==> src/hw/rtl/sbsr_pkg.sv <==
// ----------------------------------------------------------------------------
// sbsr_pkg: shared types and constants
// Field widths, matrix/viewport slot layout, fixed-point constants and the
// small helpers used by the front end, the corner engine and the top level.
// ----------------------------------------------------------------------------
package sbsr_pkg;

  localparam int COORD_BITS = 16;
  localparam int COEF_BITS  = 16;
  localparam int CBITS      = (COEF_BITS < 16) ? COEF_BITS : 16;

  // product and clip widths
  localparam int PROD_BITS  = COORD_BITS + CBITS;
  localparam int CLIP_BITS  = PROD_BITS + 2;
  localparam int NUM_BITS   = CLIP_BITS + 1;
  localparam int DEN_BITS   = CLIP_BITS + 1;

  localparam int FRAC_BITS  = 17;
  localparam logic [FRAC_BITS-1:0] FRAC_ONE = FRAC_BITS'(65536);

  // divider depth and the engine's issue-to-result latency
  localparam int DIV_ST = 16;
  localparam int LAT    = 3 + 1 + DIV_ST + 1;

  localparam int CFG_IDX_BITS = 3;
  localparam int CFG_DAT_BITS = 64;

  typedef enum logic [CFG_IDX_BITS-1:0] {
    REG_ROW0   = 3'd0,
    REG_ROW1   = 3'd1,
    REG_ROW2   = 3'd2,
    REG_ROW3   = 3'd3,
    REG_CAM    = 3'd4,
    REG_VIEW   = 3'd5
  } reg_idx_e;

  typedef logic signed [COORD_BITS-1:0] coord_t;
  typedef logic signed [CBITS-1:0]      coef_t;
  typedef logic signed [CLIP_BITS-1:0]  clip_t;

  // one queued light: its box corners' bounds, or an early full-view flag
  typedef struct packed {
    logic   full;
    coord_t lo_x, hi_x, lo_y, hi_y, lo_z, hi_z;
  } job_t;

  typedef struct packed {
    logic [13:0] vx, vy, vw, vh;
  } view_t;

  function automatic coord_t sat_coord(input logic signed [17:0] v);
    logic signed [17:0] hi;
    logic signed [17:0] lo;
    hi = 18'sd0;
    lo = 18'sd0;
    if (COORD_BITS >= 18) begin
      return coord_t'(v);
    end
    hi = (18'sd1 <<< (COORD_BITS - 1)) - 18'sd1;
    lo = -hi - 18'sd1;
    if (v > hi) return coord_t'(hi);
    if (v < lo) return coord_t'(lo);
    return coord_t'(v);
  endfunction

endpackage

==> src/hw/rtl/sbsr_front.sv <==
// ----------------------------------------------------------------------------
// sbsr_front: light classifier
// Two-stage pipe: squares of distance and radius, then compare and box bounds.
// ----------------------------------------------------------------------------
module sbsr_front (
  input  logic                   clk_i,
  input  logic                   rst_ni,
  input  logic [47:0]            cam_i,
  input  logic                   in_valid_i,
  output logic                   in_ready_o,
  input  logic signed [15:0]     lx_i,
  input  logic signed [15:0]     ly_i,
  input  logic signed [15:0]     lz_i,
  input  logic [15:0]            rad_i,
  output logic                   job_valid_o,
  input  logic                   job_ready_i,
  output sbsr_pkg::job_t         job_o
);
  import sbsr_pkg::*;

  logic              s1_valid_q, s2_valid_q;
  logic              s1_go, s2_go;
  logic signed [16:0] dx, dy, dz;
  logic [33:0]       sqx_q, sqy_q, sqz_q, rr_q;
  logic signed [15:0] cx_q, cy_q, cz_q;
  logic [15:0]       r_q;
  job_t              job_q;
  logic [35:0]       dist2;

  assign s2_go      = !s2_valid_q || job_ready_i;
  assign s1_go      = !s1_valid_q || s2_go;
  assign in_ready_o = s1_go;

  assign dx = 17'(signed'(cam_i[15:0]))  - 17'(lx_i);
  assign dy = 17'(signed'(cam_i[31:16])) - 17'(ly_i);
  assign dz = 17'(signed'(cam_i[47:32])) - 17'(lz_i);

  always_ff @(posedge clk_i or negedge rst_ni) begin
    if (!rst_ni) begin
      s1_valid_q <= 1'b0;
      s2_valid_q <= 1'b0;
    end else begin
      if (s1_go) s1_valid_q <= in_valid_i;
      if (s2_go) s2_valid_q <= s1_valid_q;
    end
  end

  always_ff @(posedge clk_i) begin
    if (s1_go && in_valid_i) begin
      sqx_q <= 34'(dx * dx);
      sqy_q <= 34'(dy * dy);
      sqz_q <= 34'(dz * dz);
      rr_q  <= 34'(rad_i * rad_i);
      cx_q  <= lx_i;
      cy_q  <= ly_i;
      cz_q  <= lz_i;
      r_q   <= rad_i;
    end
  end

  assign dist2 = 36'(sqx_q) + 36'(sqy_q) + 36'(sqz_q);

  always_ff @(posedge clk_i) begin
    if (s2_go && s1_valid_q) begin
      job_q.full <= (dist2 <= 36'(rr_q));
      job_q.lo_x <= sat_coord(18'(cx_q) - 18'(signed'({1'b0, r_q})));
      job_q.hi_x <= sat_coord(18'(cx_q) + 18'(signed'({1'b0, r_q})));
      job_q.lo_y <= sat_coord(18'(cy_q) - 18'(signed'({1'b0, r_q})));
      job_q.hi_y <= sat_coord(18'(cy_q) + 18'(signed'({1'b0, r_q})));
      job_q.lo_z <= sat_coord(18'(cz_q) - 18'(signed'({1'b0, r_q})));
      job_q.hi_z <= sat_coord(18'(cz_q) + 18'(signed'({1'b0, r_q})));
    end
  end

  assign job_valid_o = s2_valid_q;
  assign job_o       = job_q;
endmodule

==> config.mk <==
export PLATFORM = sky130hd
export DESIGN_NAME = sbsr_front
export DESIGN_NICKNAME = d
export VERILOG_FILES = /design/src/hw/rtl/sbsr_pkg.sv /design/src/hw/rtl/sbsr_front.sv
export SDC_FILE = /design/constraint.sdc
export NUM_CORES = 2
export LEC_CHECK = 0
export BUFFER_PORTS_ARGS = -buffer_cell sky130_fd_sc_hd__buf_2
export CORE_ASPECT_RATIO = 1.25
export CORE_UTILIZATION = 50
export DETAILED_ROUTE_END_ITERATION = 16
export PLACE_DENSITY = 0.67
export SLEW_MARGIN = 20
export SYNTH_ARGS = -nofsm -noshare
export SYNTH_HDL_FRONTEND = slang
export SYNTH_SLANG_ARGS = --single-unit
==> constraint.sdc <==
create_clock -name clk_i -period 6.4 [get_ports clk_i]
set_input_delay 1.28 -clock clk_i [delete_from_list [all_inputs] [get_ports clk_i]]
set_output_delay 1.28 -clock clk_i [all_outputs]
set_load 0.1 [all_outputs]
==> flow_summary.ini <==
[floorplan]
fp.coreArea_um2 = 108000
dieArea_um2 = 111000
boundaryPins = 215
initial_core_util = 0.505
die_y_um = 372
die_x_um = 298
rows = 135

[sta]
fin_crit_sh = 1.34
fmaxAchievable_mhz = 117
timing.final.ws_setup_ns = -2.16
rsz0062_at_grt = yes
max-slew-margin-rel = 0.397
tightest_slew_ns = 0.903
fin_worst_skew_ns = 0.0244
drv_slew = 0
setup_violations = 80
hold_viol_final = 0
fin_crit_ns = 8.56

[global_route]
grt_pass1_wl_mm = 246
grt-ovfl-total = 0
antenna_found_initial = 2
grt_max_degree = 86
grt_usage = 0.287
grt_pass1_vias = 47300

[synthesis]
synthFlopType = edfxtp_1
yosys.area.top_type = fa_1
synth.distinct_cells = 91
ys_ff_latch = 292
synth_edf_count = 290
synth_warnings = 0
netlist_top_cells_area = fa_1, edfxtp_1, ha_1
synth_area_um2 = 54700
avgSynthCellArea_um2 = 9.77
syn_inst = 5600
synth-seq-area-share = 0.160
synth-async-reset-ratio = 0.00685
synth_top_cell_area_share = 0.373

[cts]
ctsHoldBuffers = 0
clkTransAtPathRegs_ns = 0.05
cts_sinks = 292
cts-root-buf = clkbuf_16
clk_path_buf_depth = 3
insertion_delay_ns = 0.57
cts_tree = built
cts_buffers = 34
htree_num_levels = 2

[setup_path]
startpoint_type = primary input
worst_setup_path_end_kind = flip-flop
crit_arrival_ns = 8.87
crit_type = in -> reg
slowest_stage = fa_2
cp_common_cell = fa_1
worst-path-max-fanout = 5
max_stage_delay_ns = 0.63
cp.required_ns = 6.71

[finish]
regArea_um2 = 8760
final_nets = 8550
layout_common_cells = inv_1, buf_4, fa_1
fin_cells = 8322
final_common_cell = inv_1
antenna_cells = 0
multi_input_area_um2 = 44500
n_fill_cell = 8361
area_growth_pct = 31.5
drive_gt1_frac = 0.320

[worst_hold_path]
hp-class = in -> async

[drt]
wl_per_cell_um = 18.8
final_antenna_net_count = 0
drcViolationCount = 0
vias = 43100
vias_per_cell = 5.18
drtIter0Drc = 2148
totalWireLength_mm = 156
first_pass_iters = 7

[status]
status = finished with violations
violations = negative setup slack

[job]
max_cap_violations = 0

[place]
place_ws_ns = -3.18
io_buffers = 214
dp_hpwl_mm = 131
dp.cells = 8113
place_congestion = 0.953
==> registers in the layout (all words and copies together), names as in the netlist <==
name	cells
sqz_q	33
job_o	97
cz_q	16
cy_q	16
sqx_q	33
rr_q	30
sqy_q	33
cx_q	16
job_valid_o	1
s1_valid_q	1
r_q	16
==> area by class of cell <==
class,instances,area share
clock inverter,24,0.00398
clock buffer,36,0.0119
inverter,1381,0.0740
tap,1438,0.0250
sequential,292,0.122
timing repair buffer,1350,0.146
multi-input combinational,3801,0.617
==> synth_stat cells, types with 7 or more instances <==
library cell  instances
a21o_1               97
nor2b_1              53
clkbuf_1             96
nand3_1              40
a31oi_1              22
edfxtp_1            290
a21oi_1             213
ha_1                553
o211ai_1             14
o21bai_1             35
inv_2                 8
clkinv_1              8
o21ai_2               9
and2_1               80
buf_2                24
fa_1               1021
o31ai_1              17
and3_1               18
nand4_1              17
mux2i_1               7
xor2_1               85
a2111oi_0             8
or2_2                15
nor3_1               54
o21ai_1              39
o21ai_0             130
nand2b_1             43
inv_1              1365
nand2_1             403
o21a_1               35
a211oi_1             23
xnor2_1             210
nor2_1              408
or3_1                19
==> metrics by stage <==
stage                     setup TNS (ns)  utilization  cell area, um2  hold WS [ns]
final                            -109.37        0.664           72000         0.500
after global routing             -126.49        0.664           72000         0.491
after CTS                        -104.48        0.647           70100         0.479
after detailed placement         -176.83        0.609           66100         0.493
after global placement           -173.53        0.609           66100         0.475
after floorplan                   -99.26            -           56500         0.449
==> path summary, 6_finish.rpt <==
check / endpoint / slack, ns / start / cells past startpoint
min in group clk_i: job_valid_o$_DFFE_PN0P_ / 0.51 / s1_valid_q$_DFFE_PN0N_ / 1
worst max register to register: job_o[96]$_DFFE_PP_ / 0.62 / sqx_q[5]$_DFFE_PP_ / 18
worst max-delay path: sqz_q[33]$_DFFE_PP_ / -2.16 / cam_i[32] / 33
max in group asynchronous: job_valid_o$_DFFE_PN0P_ / 5.80 / rst_ni / 1
worst min-delay path: s1_valid_q$_DFFE_PN0N_ / 0.50 / rst_ni / 1
worst min register to register: job_valid_o$_DFFE_PN0P_ / 0.51 / s1_valid_q$_DFFE_PN0N_ / 1
==> critical path: cells and delay by family <==
family          cells  cell delay, ns
xor+xnor            1            0.08
simple gates        8            0.83
compound gates     10            2.29
fa+ha+maj           9            3.86
buf+inv             5            0.50
==> timing repair <==
item | 4_1_cts | 5_1_grt
pin swaps | 333 | 306
setup buffers | 127 | 88
endpoints found under the setup margin | 85 | 90
hold endpoints to repair | 0 | 0
cloned | 0 | 0
resized for setup | 522 | 352
==> cell families (layout without fill, tap and decap cells) <==
| group | after synthesis | after routing | share of synthesized area |
|---|---|---|---|
| adder cells (fa/ha/maj) | 1574 | 1574 | 0.500 |
| AND/OR/NAND/NOR | 1178 | 1178 | 0.0963 |
| multiplexers | 9 | 9 | 0.00169 |
| AO/OA/AOI/OAI | 738 | 738 | 0.0893 |
| other | 2 | 3 | 0.000137 |
| XOR/XNOR | 299 | 299 | 0.0484 |
| flip-flops | 292 | 292 | 0.160 |
| buffers and inverters | 1508 | 2791 | 0.104 |
==> routing by layer <==
layer | share of wire | global-route usage | up-vias
met5 | 0 | 0 | -
met4 | 0.057 | 0.138 | 0
met3 | 0.037 | 0.0266 | 385
met2 | 0.54 | 0.539 | 1033
met1 | 0.37 | 0.325 | 21800
li1 | - | - | 19900
Power is left out: the tool's default activity adds up to more than one toggle a clock period on the data nets, which glitch-free logic cannot reach.
