File: src/hw/rtl/sbsr_pkg.sv
// ----------------------------------------------------------------------------
// sbsr_pkg: shared types and constants
// Field widths, matrix/viewport slot layout, fixed-point constants and the
// small helpers used by the front end, the corner engine and the top level.
// ----------------------------------------------------------------------------
package sbsr_pkg;

  localparam int COORD_BITS = 16;
  localparam int COEF_BITS  = 16;
  localparam int CBITS      = (COEF_BITS < 16) ? COEF_BITS : 16;

  // product and clip widths
  localparam int PROD_BITS  = COORD_BITS + CBITS;
  localparam int CLIP_BITS  = PROD_BITS + 2;
  localparam int NUM_BITS   = CLIP_BITS + 1;
  localparam int DEN_BITS   = CLIP_BITS + 1;

  localparam int FRAC_BITS  = 17;
  localparam logic [FRAC_BITS-1:0] FRAC_ONE = FRAC_BITS'(65536);

  // divider depth and the engine's issue-to-result latency
  localparam int DIV_ST = 16;
  localparam int LAT    = 3 + 1 + DIV_ST + 1;

  localparam int CFG_IDX_BITS = 3;
  localparam int CFG_DAT_BITS = 64;

  typedef enum logic [CFG_IDX_BITS-1:0] {
    REG_ROW0   = 3'd0,
    REG_ROW1   = 3'd1,
    REG_ROW2   = 3'd2,
    REG_ROW3   = 3'd3,
    REG_CAM    = 3'd4,
    REG_VIEW   = 3'd5
  } reg_idx_e;

  typedef logic signed [COORD_BITS-1:0] coord_t;
  typedef logic signed [CBITS-1:0]      coef_t;
  typedef logic signed [CLIP_BITS-1:0]  clip_t;

  // one queued light: its box corners' bounds, or an early full-view flag
  typedef struct packed {
    logic   full;
    coord_t lo_x, hi_x, lo_y, hi_y, lo_z, hi_z;
  } job_t;

  typedef struct packed {
    logic [13:0] vx, vy, vw, vh;
  } view_t;

  function automatic coord_t sat_coord(input logic signed [17:0] v);
    logic signed [17:0] hi;
    logic signed [17:0] lo;
    hi = 18'sd0;
    lo = 18'sd0;
    if (COORD_BITS >= 18) begin
      return coord_t'(v);
    end
    hi = (18'sd1 <<< (COORD_BITS - 1)) - 18'sd1;
    lo = -hi - 18'sd1;
    if (v > hi) return coord_t'(hi);
    if (v < lo) return coord_t'(lo);
    return coord_t'(v);
  endfunction

endpackage

File: src/hw/rtl/sbsr_fifo.sv
// ----------------------------------------------------------------------------
// sbsr_fifo: job queue
// Two-entry queue decoupling the classifier from the corner engine.
// ----------------------------------------------------------------------------
module sbsr_fifo (
  input  logic           clk_i,
  input  logic           rst_ni,
  input  logic           wr_valid_i,
  output logic           wr_ready_o,
  input  sbsr_pkg::job_t wr_data_i,
  output logic           rd_valid_o,
  input  logic           rd_ready_i,
  output sbsr_pkg::job_t rd_data_o
);
  import sbsr_pkg::*;

  job_t       mem_q [2];
  logic       wp_q, rp_q;
  logic [1:0] cnt_q;
  logic       wr, rd;

  assign wr_ready_o = (cnt_q != 2'd2);
  assign rd_valid_o = (cnt_q != 2'd0);
  assign rd_data_o  = mem_q[rp_q];
  assign wr = wr_valid_i && wr_ready_o;
  assign rd = rd_valid_o && rd_ready_i;

  always_ff @(posedge clk_i or negedge rst_ni) begin
    if (!rst_ni) begin
      wp_q  <= 1'b0;
      rp_q  <= 1'b0;
      cnt_q <= 2'd0;
    end else begin
      if (wr) wp_q <= ~wp_q;
      if (rd) rp_q <= ~rp_q;
      cnt_q <= cnt_q + 2'(wr) - 2'(rd);
    end
  end

  always_ff @(posedge clk_i) begin
    if (wr) mem_q[wp_q] <= wr_data_i;
  end
endmodule

File: config.mk
export PLATFORM = sky130hd
export DESIGN_NAME = sbsr_fifo
export DESIGN_NICKNAME = d
export VERILOG_FILES = /design/src/hw/rtl/sbsr_pkg.sv /design/src/hw/rtl/sbsr_fifo.sv
export SDC_FILE = /design/constraint.sdc
export NUM_CORES = 1
export LEC_CHECK = 0
export BUFFER_PORTS_ARGS = -buffer_cell sky130_fd_sc_hd__buf_2
export CAP_MARGIN = 25
export CORE_MARGIN = 2
export CORE_UTILIZATION = 52
export DETAILED_ROUTE_END_ITERATION = 12
export MAX_ROUTING_LAYER = met4
export PLACE_DENSITY_LB_ADDON = 0.15
export SLEW_MARGIN = 0
export SYNTH_ARGS = -nofsm -noshare
export SYNTH_HDL_FRONTEND = slang
export SYNTH_SLANG_ARGS = --single-unit
File: constraint.sdc
create_clock -name clk_i -period 7.1 [get_ports clk_i]
set_clock_uncertainty 0.1 [all_clocks]
set_input_delay 0.71 -clock clk_i [delete_from_list [all_inputs] [get_ports clk_i]]
set_output_delay 0.71 -clock clk_i [all_outputs]
set_load 0.03 [all_outputs]
==> results of run 1 <==
-- power breakdown --
| part | leakage, nW | switching [W] | internal (W) |
|---|---|---|---|
| Combinational | 1.33 | 0.000961 | 0.000528 |
| Clock | 0.256 | 0.000392 | 0.000483 |
| Sequential | 1.85 | 0.0000808 | 0.00160 |
-- cell usage after synthesis --
master                     instances  area, µm²
sky130_fd_sc_hd__edfxtp_1        194       5830
sky130_fd_sc_hd__mux2_2           77        867
sky130_fd_sc_hd__mux2_4           20        300
sky130_fd_sc_hd__buf_2             7       35.0
sky130_fd_sc_hd__buf_6             4       45.0
sky130_fd_sc_hd__dfrtp_1           4        100
sky130_fd_sc_hd__xnor2_1           3       26.3
sky130_fd_sc_hd__ha_1              2       25.0
sky130_fd_sc_hd__and2_1            1       6.26
sky130_fd_sc_hd__and3_1            1       6.26
sky130_fd_sc_hd__inv_1             1       3.75
sky130_fd_sc_hd__nand2_1           1       3.75
sky130_fd_sc_hd__nand2b_1          1       6.26
sky130_fd_sc_hd__nor2_1            1       3.75
sky130_fd_sc_hd__or2_2             1       6.26
sky130_fd_sc_hd__xor2_1            1       8.76
-- logic make-up after synthesis --
family,count (synthesis)
XOR/XNOR,4
adder cells (fa/ha/maj),2
buffers and inverters,12
flip-flops,198
multiplexers,97
AND/OR/NAND/NOR,6
-- per-stage QoR --
stage / utilization (%) / hold WS (ns)
after CTS: 65.6 / 0.355
after global routing: 65.6 / 0.353
after detailed placement: 61.6 / 0.417
after floorplan: - / 0.314
after global placement: 61.4 / 0.393
final: 65.6 / 0.379
-- how the worst max path moves through the flow --
stage	from	endpoint	cells after the start
floorplan	cnt_q[1]$_DFF_PN0_	mem_q[0][0]$_DFFE_PP_	3
global placement	rp_q$_DFFE_PN0P_	rd_data_o[42]	3
detailed placement	rp_q$_DFFE_PN0P_	rd_data_o[42]	4
CTS	rp_q$_DFFE_PN0P_	rd_data_o[42]	4
global route	rp_q$_DFFE_PN0P_	rd_data_o[42]	4
finish	rp_q$_DFFE_PN0P_	rd_data_o[56]	4
-- critical path, cell delays in order (launching register included) --
cell and delay, ns:
sky130_fd_sc_hd__dfrtp_4 0.59, sky130_fd_sc_hd__buf_4 0.57, sky130_fd_sc_hd__buf_16 0.30, sky130_fd_sc_hd__mux2_2 0.38
sky130_fd_sc_hd__buf_2 0.18
-- sequential cells by signal, indices dropped and copies added (netlist names) --
| register | cells |
|---|---|
| mem_q | 194 |
| cnt_q | 2 |
| rp_q | 1 |
| wp_q | 1 |
-- timing repair --
action / in CTS / in global routing
hold buffers: 1 / 0
endpoints found under the setup margin: 0 / 0
hold endpoints to repair: 4 / 0
-- layer usage --
layer | track usage, % | vias up | routed length (µm)
li1 | - | 1696 | -
met1 | 21.9 | 1763 | 5100
met2 | 27.2 | 123 | 6310
met3 | 6.41 | 15 | 1070
met4 | 7.33 | 0 | 218
met5 | - | - | 0
-- layout make-up --
type / count / area (µm²)
inverters: 1 / 3.75
well taps: 180 / 225
flip-flops and latches: 198 / 5930
repair buffers: 205 / 1060
clock inverters: 12 / 105
multi-input cells: 109 / 1270
diodes: 2 / 5.00
fillers: 994 / 4730
clock buffers: 20 / 437
==> summary.log, run 1 <==
qor: floorplan.floorplan.die.width 122 µm
qor: global_route.grt_start_max_net_pins 55
qor: critical_path.start_kind register
qor: clocking.cts-root-to-sink-buffers 2
qor: floorplan.die_area 14900 µm²
qor: critical_path.regToRegEndpoint mem_q[1][58]$_DFFE_PP_
qor: critical_path.r2r.worst_path.cells 3
qor: clocking.worst_setup_hold_path_clk_slew 0.07 ns
qor: cells_and_area.post-route-cell-area 9040 µm²
qor: global_route.grt.overflow.total 0
qor: global_route.first_pass_grt_wire_length 18900 µm
qor: clocking.post-cts-setup-buffers 0
qor: logic_synthesis.synth-seq-area-share 81.5%
qor: clocking.tritoncts_num_sinks 198
qor: routing.postRouteAntennaNets 0
qor: global_route.grt_antenna_before_repair 2
qor: routing.via_count 3597
qor: clocking.tritoncts built
qor: hold_path.hold_end mem_q[0][49]$_DFFE_PP_
qor: critical_path.setup_crit_end_kind output port
qor: hold_path.timing.hold.worst.start wr_data_i[49]
qor: logic_synthesis.syn_inst 319
qor: logic_synthesis.yosysWarnings 0
qor: critical_path.worstPathMaxFanout 41
qor: critical_path.crit_arrival 2.49 ns
qor: logic_synthesis.synthAdderAreaFrac 0.344%
qor: hold_path.worst_hold_path.num_cells 1
qor: placement.place_worst_setup_slack 4.21 ns
qor: clocking.post_cts_resize_count 0
qor: cells_and_area.area.growth.synth_to_final 24.4%
qor: clocking.cts.root.buffer_cell sky130_fd_sc_hd__clkbuf_16
qor: logic_synthesis.yosys_register_bits 198
qor: global_route.grt_pass1_vias 3673
qor: pwr.max-vdd-ir-drop 0.000255 V
qor: logic_synthesis.yosys-mux-area-fraction 16.1%
qor: placement.post_dp_cell_area 8480 µm²
qor: critical_path.crit-reg2reg-launch cnt_q[1]$_DFF_PN0_
qor: sta.timing.final.max_slew_violations 0
qor: critical_path.worst-r2r-setup-slack 4.78 ns
qor: logic_synthesis.area_fraction_in_compound_gates_after_synthesis 0%
qor: floorplan.core_area 13800 µm²
qor: sta.worst_slack 3.80 ns
qor: pwr.cellPowerDensity 447 nW/µm²
qor: routing.drtPass1Iterations 4
qor: routing.drt_wl_total 12700 µm
qor: floorplan.core.rowCount 43
qor: floorplan.ios 200
qor: clocking.tritoncts.num_buffers 17
qor: floorplan.start_util 52.8%
qor: clocking.htree_num_levels 4
qor: routing.detailedRoute.firstIterationViolations 293
qor: pwr.total_leakage_power 3.44 nW
qor: logic_synthesis.syn-num-nets 422
qor: clocking.clk-insertion-delay-late 0.41 ns
qor: critical_path.cp_data_required_time 6.29 ns
qor: cells_and_area.post_route_cells_drive_above_1_share 60.9%
qor: critical_path.critPathKind reg -> out
qor: sta.worst_pin_slew 0.735 ns
qor: logic_synthesis.synth_cell_types 16
qor: cells_and_area.finish.cell_count_without_fillers 727
qor: logic_synthesis.syn-mean-instance-area 22.8 µm²
qor: logic_synthesis.synth_simple_gate_area_share 0.448%
qor: sta.max_slew_margin 51.0%
qor: placement.detailed_place_hpwl 8520 µm
qor: cells_and_area.layout_common_cells sky130_fd_sc_hd__buf_2, sky130_fd_sc_hd__edfxtp_1, sky130_fd_sc_hd__mux2_2
qor: sta.setup_repair_after_global_routing_missed_its_margin false
qor: logic_synthesis.main_combinational_cell_family_by_area_after_synthesis multiplexers
qor: placement.placed_cells_incl_taps 692
qor: sta.post-route-min-period 3.30 ns
qor: sta.timing_hold_violations_final 0
qor: routing.detail_route.drc_violations 0
qor: floorplan.die_height 122 µm
qor: sta.final.setup.tns 0 ns
qor: placement.routabilityCongestion 0.724
qor: logic_synthesis.synth-xor-area-share 0.482%
qor: global_route.grt_use_total 17.9%
qor: hold_path.worst_hold_path_type in -> reg
qor: routing.detail_route.wl_per_cell 17.5 µm
qor: sta.setup-violations-final 0
qor: sta.max_freq 303 MHz
qor: cells_and_area.mostFrequentLayoutCell sky130_fd_sc_hd__buf_2
qor: outcome.outcome finished clean
qor: cells_and_area.final_net_count 635
qor: sta.fin_crit_sh 46.5%
qor: job.maxCapViolCount 0
qor: pwr.fin_total_pwr 0.00405 W
qor: placement.placement.io_buffers 199
qor: routing.vias_per_cell 4.95
qor: logic_synthesis.synth.cell_area 7270 µm²
(Power assumes the default switching activity.)
==> run 2, diff against run 1 <==
--- a/config.mk
+++ b/config.mk
@@ -8,7 +8,7 @@
 export BUFFER_PORTS_ARGS = -buffer_cell sky130_fd_sc_hd__buf_2
 export CAP_MARGIN = 25
 export CORE_MARGIN = 2
-export CORE_UTILIZATION = 52
+export CORE_UTILIZATION = 47
 export DETAILED_ROUTE_END_ITERATION = 12
 export MAX_ROUTING_LAYER = met4
 export PLACE_DENSITY_LB_ADDON = 0.15
==> constraint.sdc (replaced) <==
create_clock -name clk_i -period 2.85 [get_ports clk_i]
set_clock_uncertainty 0.1 [all_clocks]
set_input_delay 0.285 -clock clk_i [delete_from_list [all_inputs] [get_ports clk_i]]
set_output_delay 0.285 -clock clk_i [all_outputs]
set_load 0.03 [all_outputs]
==> summary.log, run 2 (synthesis gave the netlist of run 1 again) <==
qor: outcome.outcome finished clean
qor: cells_and_area.post_route_cells_drive_above_1_share 52.5%
qor: critical_path.crit_path_cell_trace buf_4 -> mux2_2 -> buf_2
qor: pwr.cellPowerDensity 1020 nW/µm²
qor: clocking.tritoncts_num_sinks 198
qor: critical_path.path_delay_family flip-flops
qor: clocking.clk-insertion-delay-late 0.42 ns
qor: critical_path.setup_crit_end_kind output port
qor: routing.drtPass1Iterations 4
qor: global_route.grt.overflow.total 0
qor: critical_path.cpPeakStageDelay 0.80 ns
qor: floorplan.core.rowCount 45
qor: clocking.tritoncts built
qor: placement.placement.io_buffers 199
qor: critical_path.worstPathMaxFanout 37
qor: critical_path.worst_path_buffer_plus_inverter_count 2
qor: floorplan.core_area 15100 µm²
qor: pwr.total_leakage_power 3.87 nW
qor: sta.final.setup.tns 0 ns
qor: placement.post_dp_cell_area 8550 µm²
qor: routing.drt_wl_total 13800 µm
qor: sta.timing_hold_violations_final 0
qor: cells_and_area.layout_top_registers mem_q (194), cnt_q (2)
qor: floorplan.ios 200
qor: sta.worst_pin_slew 0.570 ns
qor: global_route.grt_start_max_net_pins 66
qor: routing.postRouteAntennaNets 0
qor: sta.setup-violations-final 0
qor: sta.timing.final.max_slew_violations 0
qor: placement.routabilityCongestion 0.743
qor: placement.detailed_place_hpwl 8550 µm
qor: cells_and_area.final-seq-area 5930 µm²
qor: global_route.grt_pass1_vias 4215
qor: cells_and_area.mostFrequentLayoutCell sky130_fd_sc_hd__buf_2
qor: cells_and_area.max_flop_register mem_q
qor: clocking.cts.root.buffer_cell sky130_fd_sc_hd__clkbuf_16
qor: critical_path.critPathKind reg -> out
qor: routing.detailedRoute.firstIterationViolations 208
qor: routing.via_count 3976
qor: clocking.cts-root-to-sink-buffers 2
qor: sta.max_slew_margin 62.0%
qor: critical_path.critical-path-slowest-cell sky130_fd_sc_hd__dfrtp_4
qor: sta.max_freq 401 MHz
qor: critical_path.cp_data_required_time 2.47 ns
qor: floorplan.die_area 16500 µm²
qor: floorplan.die_height 128 µm
qor: routing.detail_route.wl_per_cell 16.5 µm
qor: cells_and_area.area.growth.synth_to_final 38.7%
qor: critical_path.start_kind register
qor: global_route.grt_antenna_before_repair 0
qor: hold_path.worst_hold_path_type in -> async
qor: routing.detail_route.drc_violations 0
qor: clocking.htree_num_levels 4
qor: sta.setup_repair_after_global_routing_missed_its_margin false
qor: global_route.first_pass_grt_wire_length 20700 µm
qor: global_route.grt_use_total 17.4%
qor: sta.post-route-min-period 2.49 ns
qor: cells_and_area.largest_register_ff_count 194
qor: cells_and_area.final_net_count 736
qor: clocking.tritoncts.num_buffers 17
qor: cells_and_area.antenna_cells_inserted 0
qor: cells_and_area.post-route-cell-area 10100 µm²
qor: routing.vias_per_cell 4.77
qor: cells_and_area.layout_common_cells sky130_fd_sc_hd__buf_2, sky130_fd_sc_hd__edfxtp_1, sky130_fd_sc_hd__dlygate4sd3_1
qor: critical_path.crit_arrival 2.11 ns
qor: cells_and_area.multi_input_comb_area 1270 µm²
qor: pwr.max-vdd-ir-drop 0.000763 V
qor: cells_and_area.number_of_filler_cells_placed_in_the_layout 988
qor: floorplan.start_util 48.0%
qor: sta.fin_crit_sh 87.4%
qor: clocking.worst_setup_hold_path_clk_slew 0.07 ns
qor: floorplan.floorplan.die.width 128 µm
qor: job.maxCapViolCount 0
## run 2: cell types whose count changed in the layout (fill, tap and decap cells not counted), sizes merged
cell	before	now
buf	204	208
bufinv	1	0
clkbuf	20	17
clkinv	6	7
diode	2	0
dlygate4sd3	1	98
inv	3	6
## run 2: what timing repair did
item / 4_1_cts / 5_1_grt
hold buffers: 98 / 0
endpoints found under the hold margin: 198 / 0
setup buffers: 0 / 0
gates resized for setup: 0 / 0
## run 2: final cells by class
cell class              count  area share, %
clock buffers              17           4.22
clock inverters            15           1.23
inverters                   1         0.0372
multi-input cells         109           12.6
flip-flops and latches    198           58.8
well taps                 188           2.33
repair buffers            306           20.8
## run 2: where the power goes
| group | total, W | leakage (nW) | internal [W] | switching (W) |
|---|---|---|---|---|
| Sequential | 0.00424 | 1.85 | 0.00398 | 0.000258 |
| Clock | 0.00219 | 0.260 | 0.00114 | 0.00105 |
| Combinational | 0.00385 | 1.77 | 0.00146 | 0.00239 |
| Total | 0.0103 | 3.87 | 0.00657 | 0.00370 |
## run 2: path summary, 6_finish.rpt
check / slack, ns / endpoint / start / cells after the start
setup / recovery: 0.36 / rd_data_o[8] / rp_q$_DFFE_PN0P_ / 3
hold / removal: 0.10 / cnt_q[1]$_DFF_PN0_ / rst_ni / 2
setup reg to reg: 0.95 / cnt_q[1]$_DFF_PN0_ / cnt_q[1]$_DFF_PN0_ / 7
hold reg to reg: 0.42 / cnt_q[0]$_DFF_PN0_ / cnt_q[0]$_DFF_PN0_ / 1
max in group asynchronous: 2.41 / rp_q$_DFFE_PN0P_ / rst_ni / 2
min in group clk_i: 0.11 / rp_q$_DFFE_PN0P_ / rd_ready_i / 3
## run 2: per-layer routing
| metal | share of wire (%) | track usage (%) |
|---|---|---|
| met4 | 1.2 | 5.11 |
| met3 | 7.6 | 6.32 |
| met1 | 41 | 20.2 |
| met2 | 50 | 28.7 |
| met5 | 0 | - |
## run 2: stage by stage
stage	setup slack, ns	hold slack (ns)	power [W]	utilization [%]	std cells
after global routing	0.248	0.0947	0.0107	66.6	834
after detailed placement	0.775	-0.00322	0.00809	56.5	704
after global placement	0.827	-0.00509	0.00803	56.5	704
after floorplan	0.0117	-0.111	0.00703	-	319
final	0.358	0.101	0.0103	66.6	834
after CTS	0.312	0.0758	0.0104	66.6	834
==> run 3, diff against run 2 <==
==> constraint.sdc (replaced) <==
create_clock -name clk_i -period 2.1 [get_ports clk_i]
set_clock_uncertainty 0.1 [all_clocks]
set_input_delay 0.21 -clock clk_i [delete_from_list [all_inputs] [get_ports clk_i]]
set_output_delay 0.21 -clock clk_i [all_outputs]
set_load 0.03 [all_outputs]
==> summary.log, run 3 (synthesis gave the netlist of run 1 again) <==
qor: outcome.outcome finished clean
qor: placement.routabilityCongestion 0.745
qor: cells_and_area.mostFrequentLayoutCell sky130_fd_sc_hd__buf_2
qor: global_route.grt-busiest-layer met2
qor: critical_path.start_kind register
qor: critical_path.crit_arrival 1.71 ns
qor: cells_and_area.final_net_count 740
qor: pwr.seq_power_share 39.9%
qor: floorplan.start_util 48.0%
qor: routing.drt_wl_total 13800 µm
qor: pwr.proportion_of_power_drawn_by_the_clock_network 21.5%
qor: placement.place_worst_setup_slack 0.159 ns
qor: global_route.grt_util_met3 4.41%
qor: cells_and_area.area.growth.synth_to_final 39.7%
qor: critical_path.worstPathMaxFanout 28
qor: cells_and_area.largest_register_ff_count 194
qor: floorplan.floorplan.die.width 128 µm
qor: sta.post-route-min-period 2.02 ns
qor: clocking.worst_setup_hold_path_clk_slew 0.07 ns
qor: cells_and_area.antenna_cells_inserted 0
qor: critical_path.critical-path-slowest-cell sky130_fd_sc_hd__dfrtp_4
qor: critical_path.setup_crit_end_kind output port
qor: sta.worst_slack 0.0801 ns
qor: placement.placement.io_buffers 199
qor: sta.setup_repair_after_global_routing_missed_its_margin false
qor: pwr.comb_power_share 38.6%
qor: sta.fin_crit_sh 96.2%
qor: clocking.tritoncts_num_sinks 198
qor: routing.vias_per_cell 4.82
qor: critical_path.cp_data_required_time 1.79 ns
qor: sta.timing.final.max_slew_violations 0
qor: routing.postRouteAntennaNets 0
qor: critical_path.worst-r2r-setup-slack 0.17 ns
qor: floorplan.die_height 128 µm
qor: hold_path.worst_hold_path_type in -> async
qor: sta.max_slew_margin 68.9%
qor: job.maxCapViolCount 0
qor: cells_and_area.post-route-util 67.0%
qor: routing.detailedRoute.firstIterationViolations 227
qor: cells_and_area.layout_common_cells sky130_fd_sc_hd__buf_2, sky130_fd_sc_hd__edfxtp_1, sky130_fd_sc_hd__dlygate4sd3_1
qor: pwr.max-vdd-ir-drop 0.000710 V
qor: clocking.clk-insertion-delay-late 0.42 ns
qor: global_route.first_pass_grt_wire_length 20700 µm
qor: pwr.fin_total_pwr 0.0141 W
qor: global_route.grt.overflow.total 0
qor: global_route.grt_use_total 17.4%
qor: critical_path.crit-reg2reg-launch cnt_q[1]$_DFF_PN0_
qor: global_route.grt_antenna_before_repair 0
qor: pwr.cellPowerDensity 1390 nW/µm²
qor: cells_and_area.layout_top_registers mem_q (194), cnt_q (2)
qor: critical_path.cpPeakStageDelay 0.51 ns
qor: routing.drtPass1Iterations 4
qor: sta.timing_hold_violations_final 0
qor: sta.setup-violations-final 0
qor: sta.worst_pin_slew 0.466 ns
qor: floorplan.ios 200
qor: critical_path.timing.critical_path.to rd_data_o[47]
qor: critical_path.regToRegEndpoint cnt_q[1]$_DFF_PN0_
qor: global_route.globalRouteMet2Util 30.6%
qor: global_route.gr-usage-met1 18.7%
qor: clocking.htree_num_levels 4
qor: critical_path.critPathKind reg -> out
qor: critical_path.crit_path_start rp_q$_DFFE_PN0P_
qor: floorplan.die_area 16500 µm²
qor: global_route.grt_pass1_vias 4249
qor: clocking.cts-root-to-sink-buffers 2
qor: global_route.grt_start_max_net_pins 82
qor: routing.via_count 4036
qor: floorplan.core.rowCount 45
qor: pwr.power.internal 0.00921 W
qor: sta.hold_slack 0.0417 ns
qor: floorplan.core_area 15100 µm²
qor: sta.max_freq 495 MHz
qor: pwr.netSwitchingFraction 34.8%
qor: pwr.total_leakage_power 3.90 nW
qor: routing.detail_route.wl_per_cell 16.4 µm
qor: routing.detail_route.drc_violations 0
qor: pwr.power_switching 0.00492 W
qor: critical_path.r2r.worst_path.cells 7
qor: clocking.tritoncts built
qor: cells_and_area.post_route_cells_drive_above_1_share 51.8%
qor: critical_path.crit_path_cell_trace buf_12 -> mux2_2 -> buf_2
qor: clocking.tritoncts.num_buffers 17
qor: placement.detailed_place_hpwl 8540 µm
qor: cells_and_area.max_flop_register mem_q
qor: clocking.cts.root.buffer_cell sky130_fd_sc_hd__clkbuf_16
run 3: repair_timing:
action                                 in CTS  in global routing
hold buffers                               99                  0
pin swaps                                   0                  0
setup endpoints to repair                  77                  1
buffers inserted                            3                  0
endpoints found under the hold margin     199                  0
resized for setup                           0                  1
run 3: worst min path at each step:
stage / start / to / slack, ns / depth (start not counted)
6_report: rst_ni / cnt_q[0]$_DFF_PN0_ / 0.04 / 2
5_1_grt: rst_ni / cnt_q[0]$_DFF_PN0_ / 0.03 / 2
4_1_cts: rst_ni / cnt_q[0]$_DFF_PN0_ / 0.02 / 2
3_5_place_dp: rst_ni / wp_q$_DFFE_PN0N_ / -0.08 / 1
3_3_place_gp: rst_ni / cnt_q[0]$_DFF_PN0_ / -0.08 / 1
2_1_floorplan: rst_ni / cnt_q[0]$_DFF_PN0_ / -0.19 / 0
run 3: critical path: cells and delay by family, from the launching register on:
kind	cells	cell delay, ns
buffers and inverters	2	0.41
multiplexers	1	0.36
flip-flops	1	0.51
run 3: metal layers:
metal,vias to the layer above,wire length [µm]
li1,1907,-
met1,1989,5480
met2,122,7340
met3,18,698
met4,0,246
met5,-,0
run 3: cell type report:
type | instances | area, µm²
Fill cell | 1041 | 4990
Inverter | 1 | 3.75
Timing Repair Buffer | 310 | 2150
Sequential cell | 198 | 5930
Multi-Input combinational cell | 109 | 1290
Tap cell | 188 | 235
Clock inverter | 10 | 106
Clock buffer | 22 | 444
run 3: power by group through the flow:
stage | Sequential [W] | Clock (W) | Combinational, W
floorplan | 0.00566 | 0 | 0.00391
global placement | 0.00574 | 0 | 0.00520
detailed placement | 0.00580 | 0 | 0.00523
CTS | 0.00565 | 0.00311 | 0.00553
global route | 0.00572 | 0.00329 | 0.00576
finish | 0.00564 | 0.00304 | 0.00545
run 3: stage by stage:
step	setup TNS, ns	std cells	cell area [µm²]
5_1_grt	0	838	10200
3_5_place_dp	0	704	8580
2_1_floorplan	-73.70	319	7290
3_3_place_gp	0	704	8580
6_report	0	838	10200
4_1_cts	0	838	10100
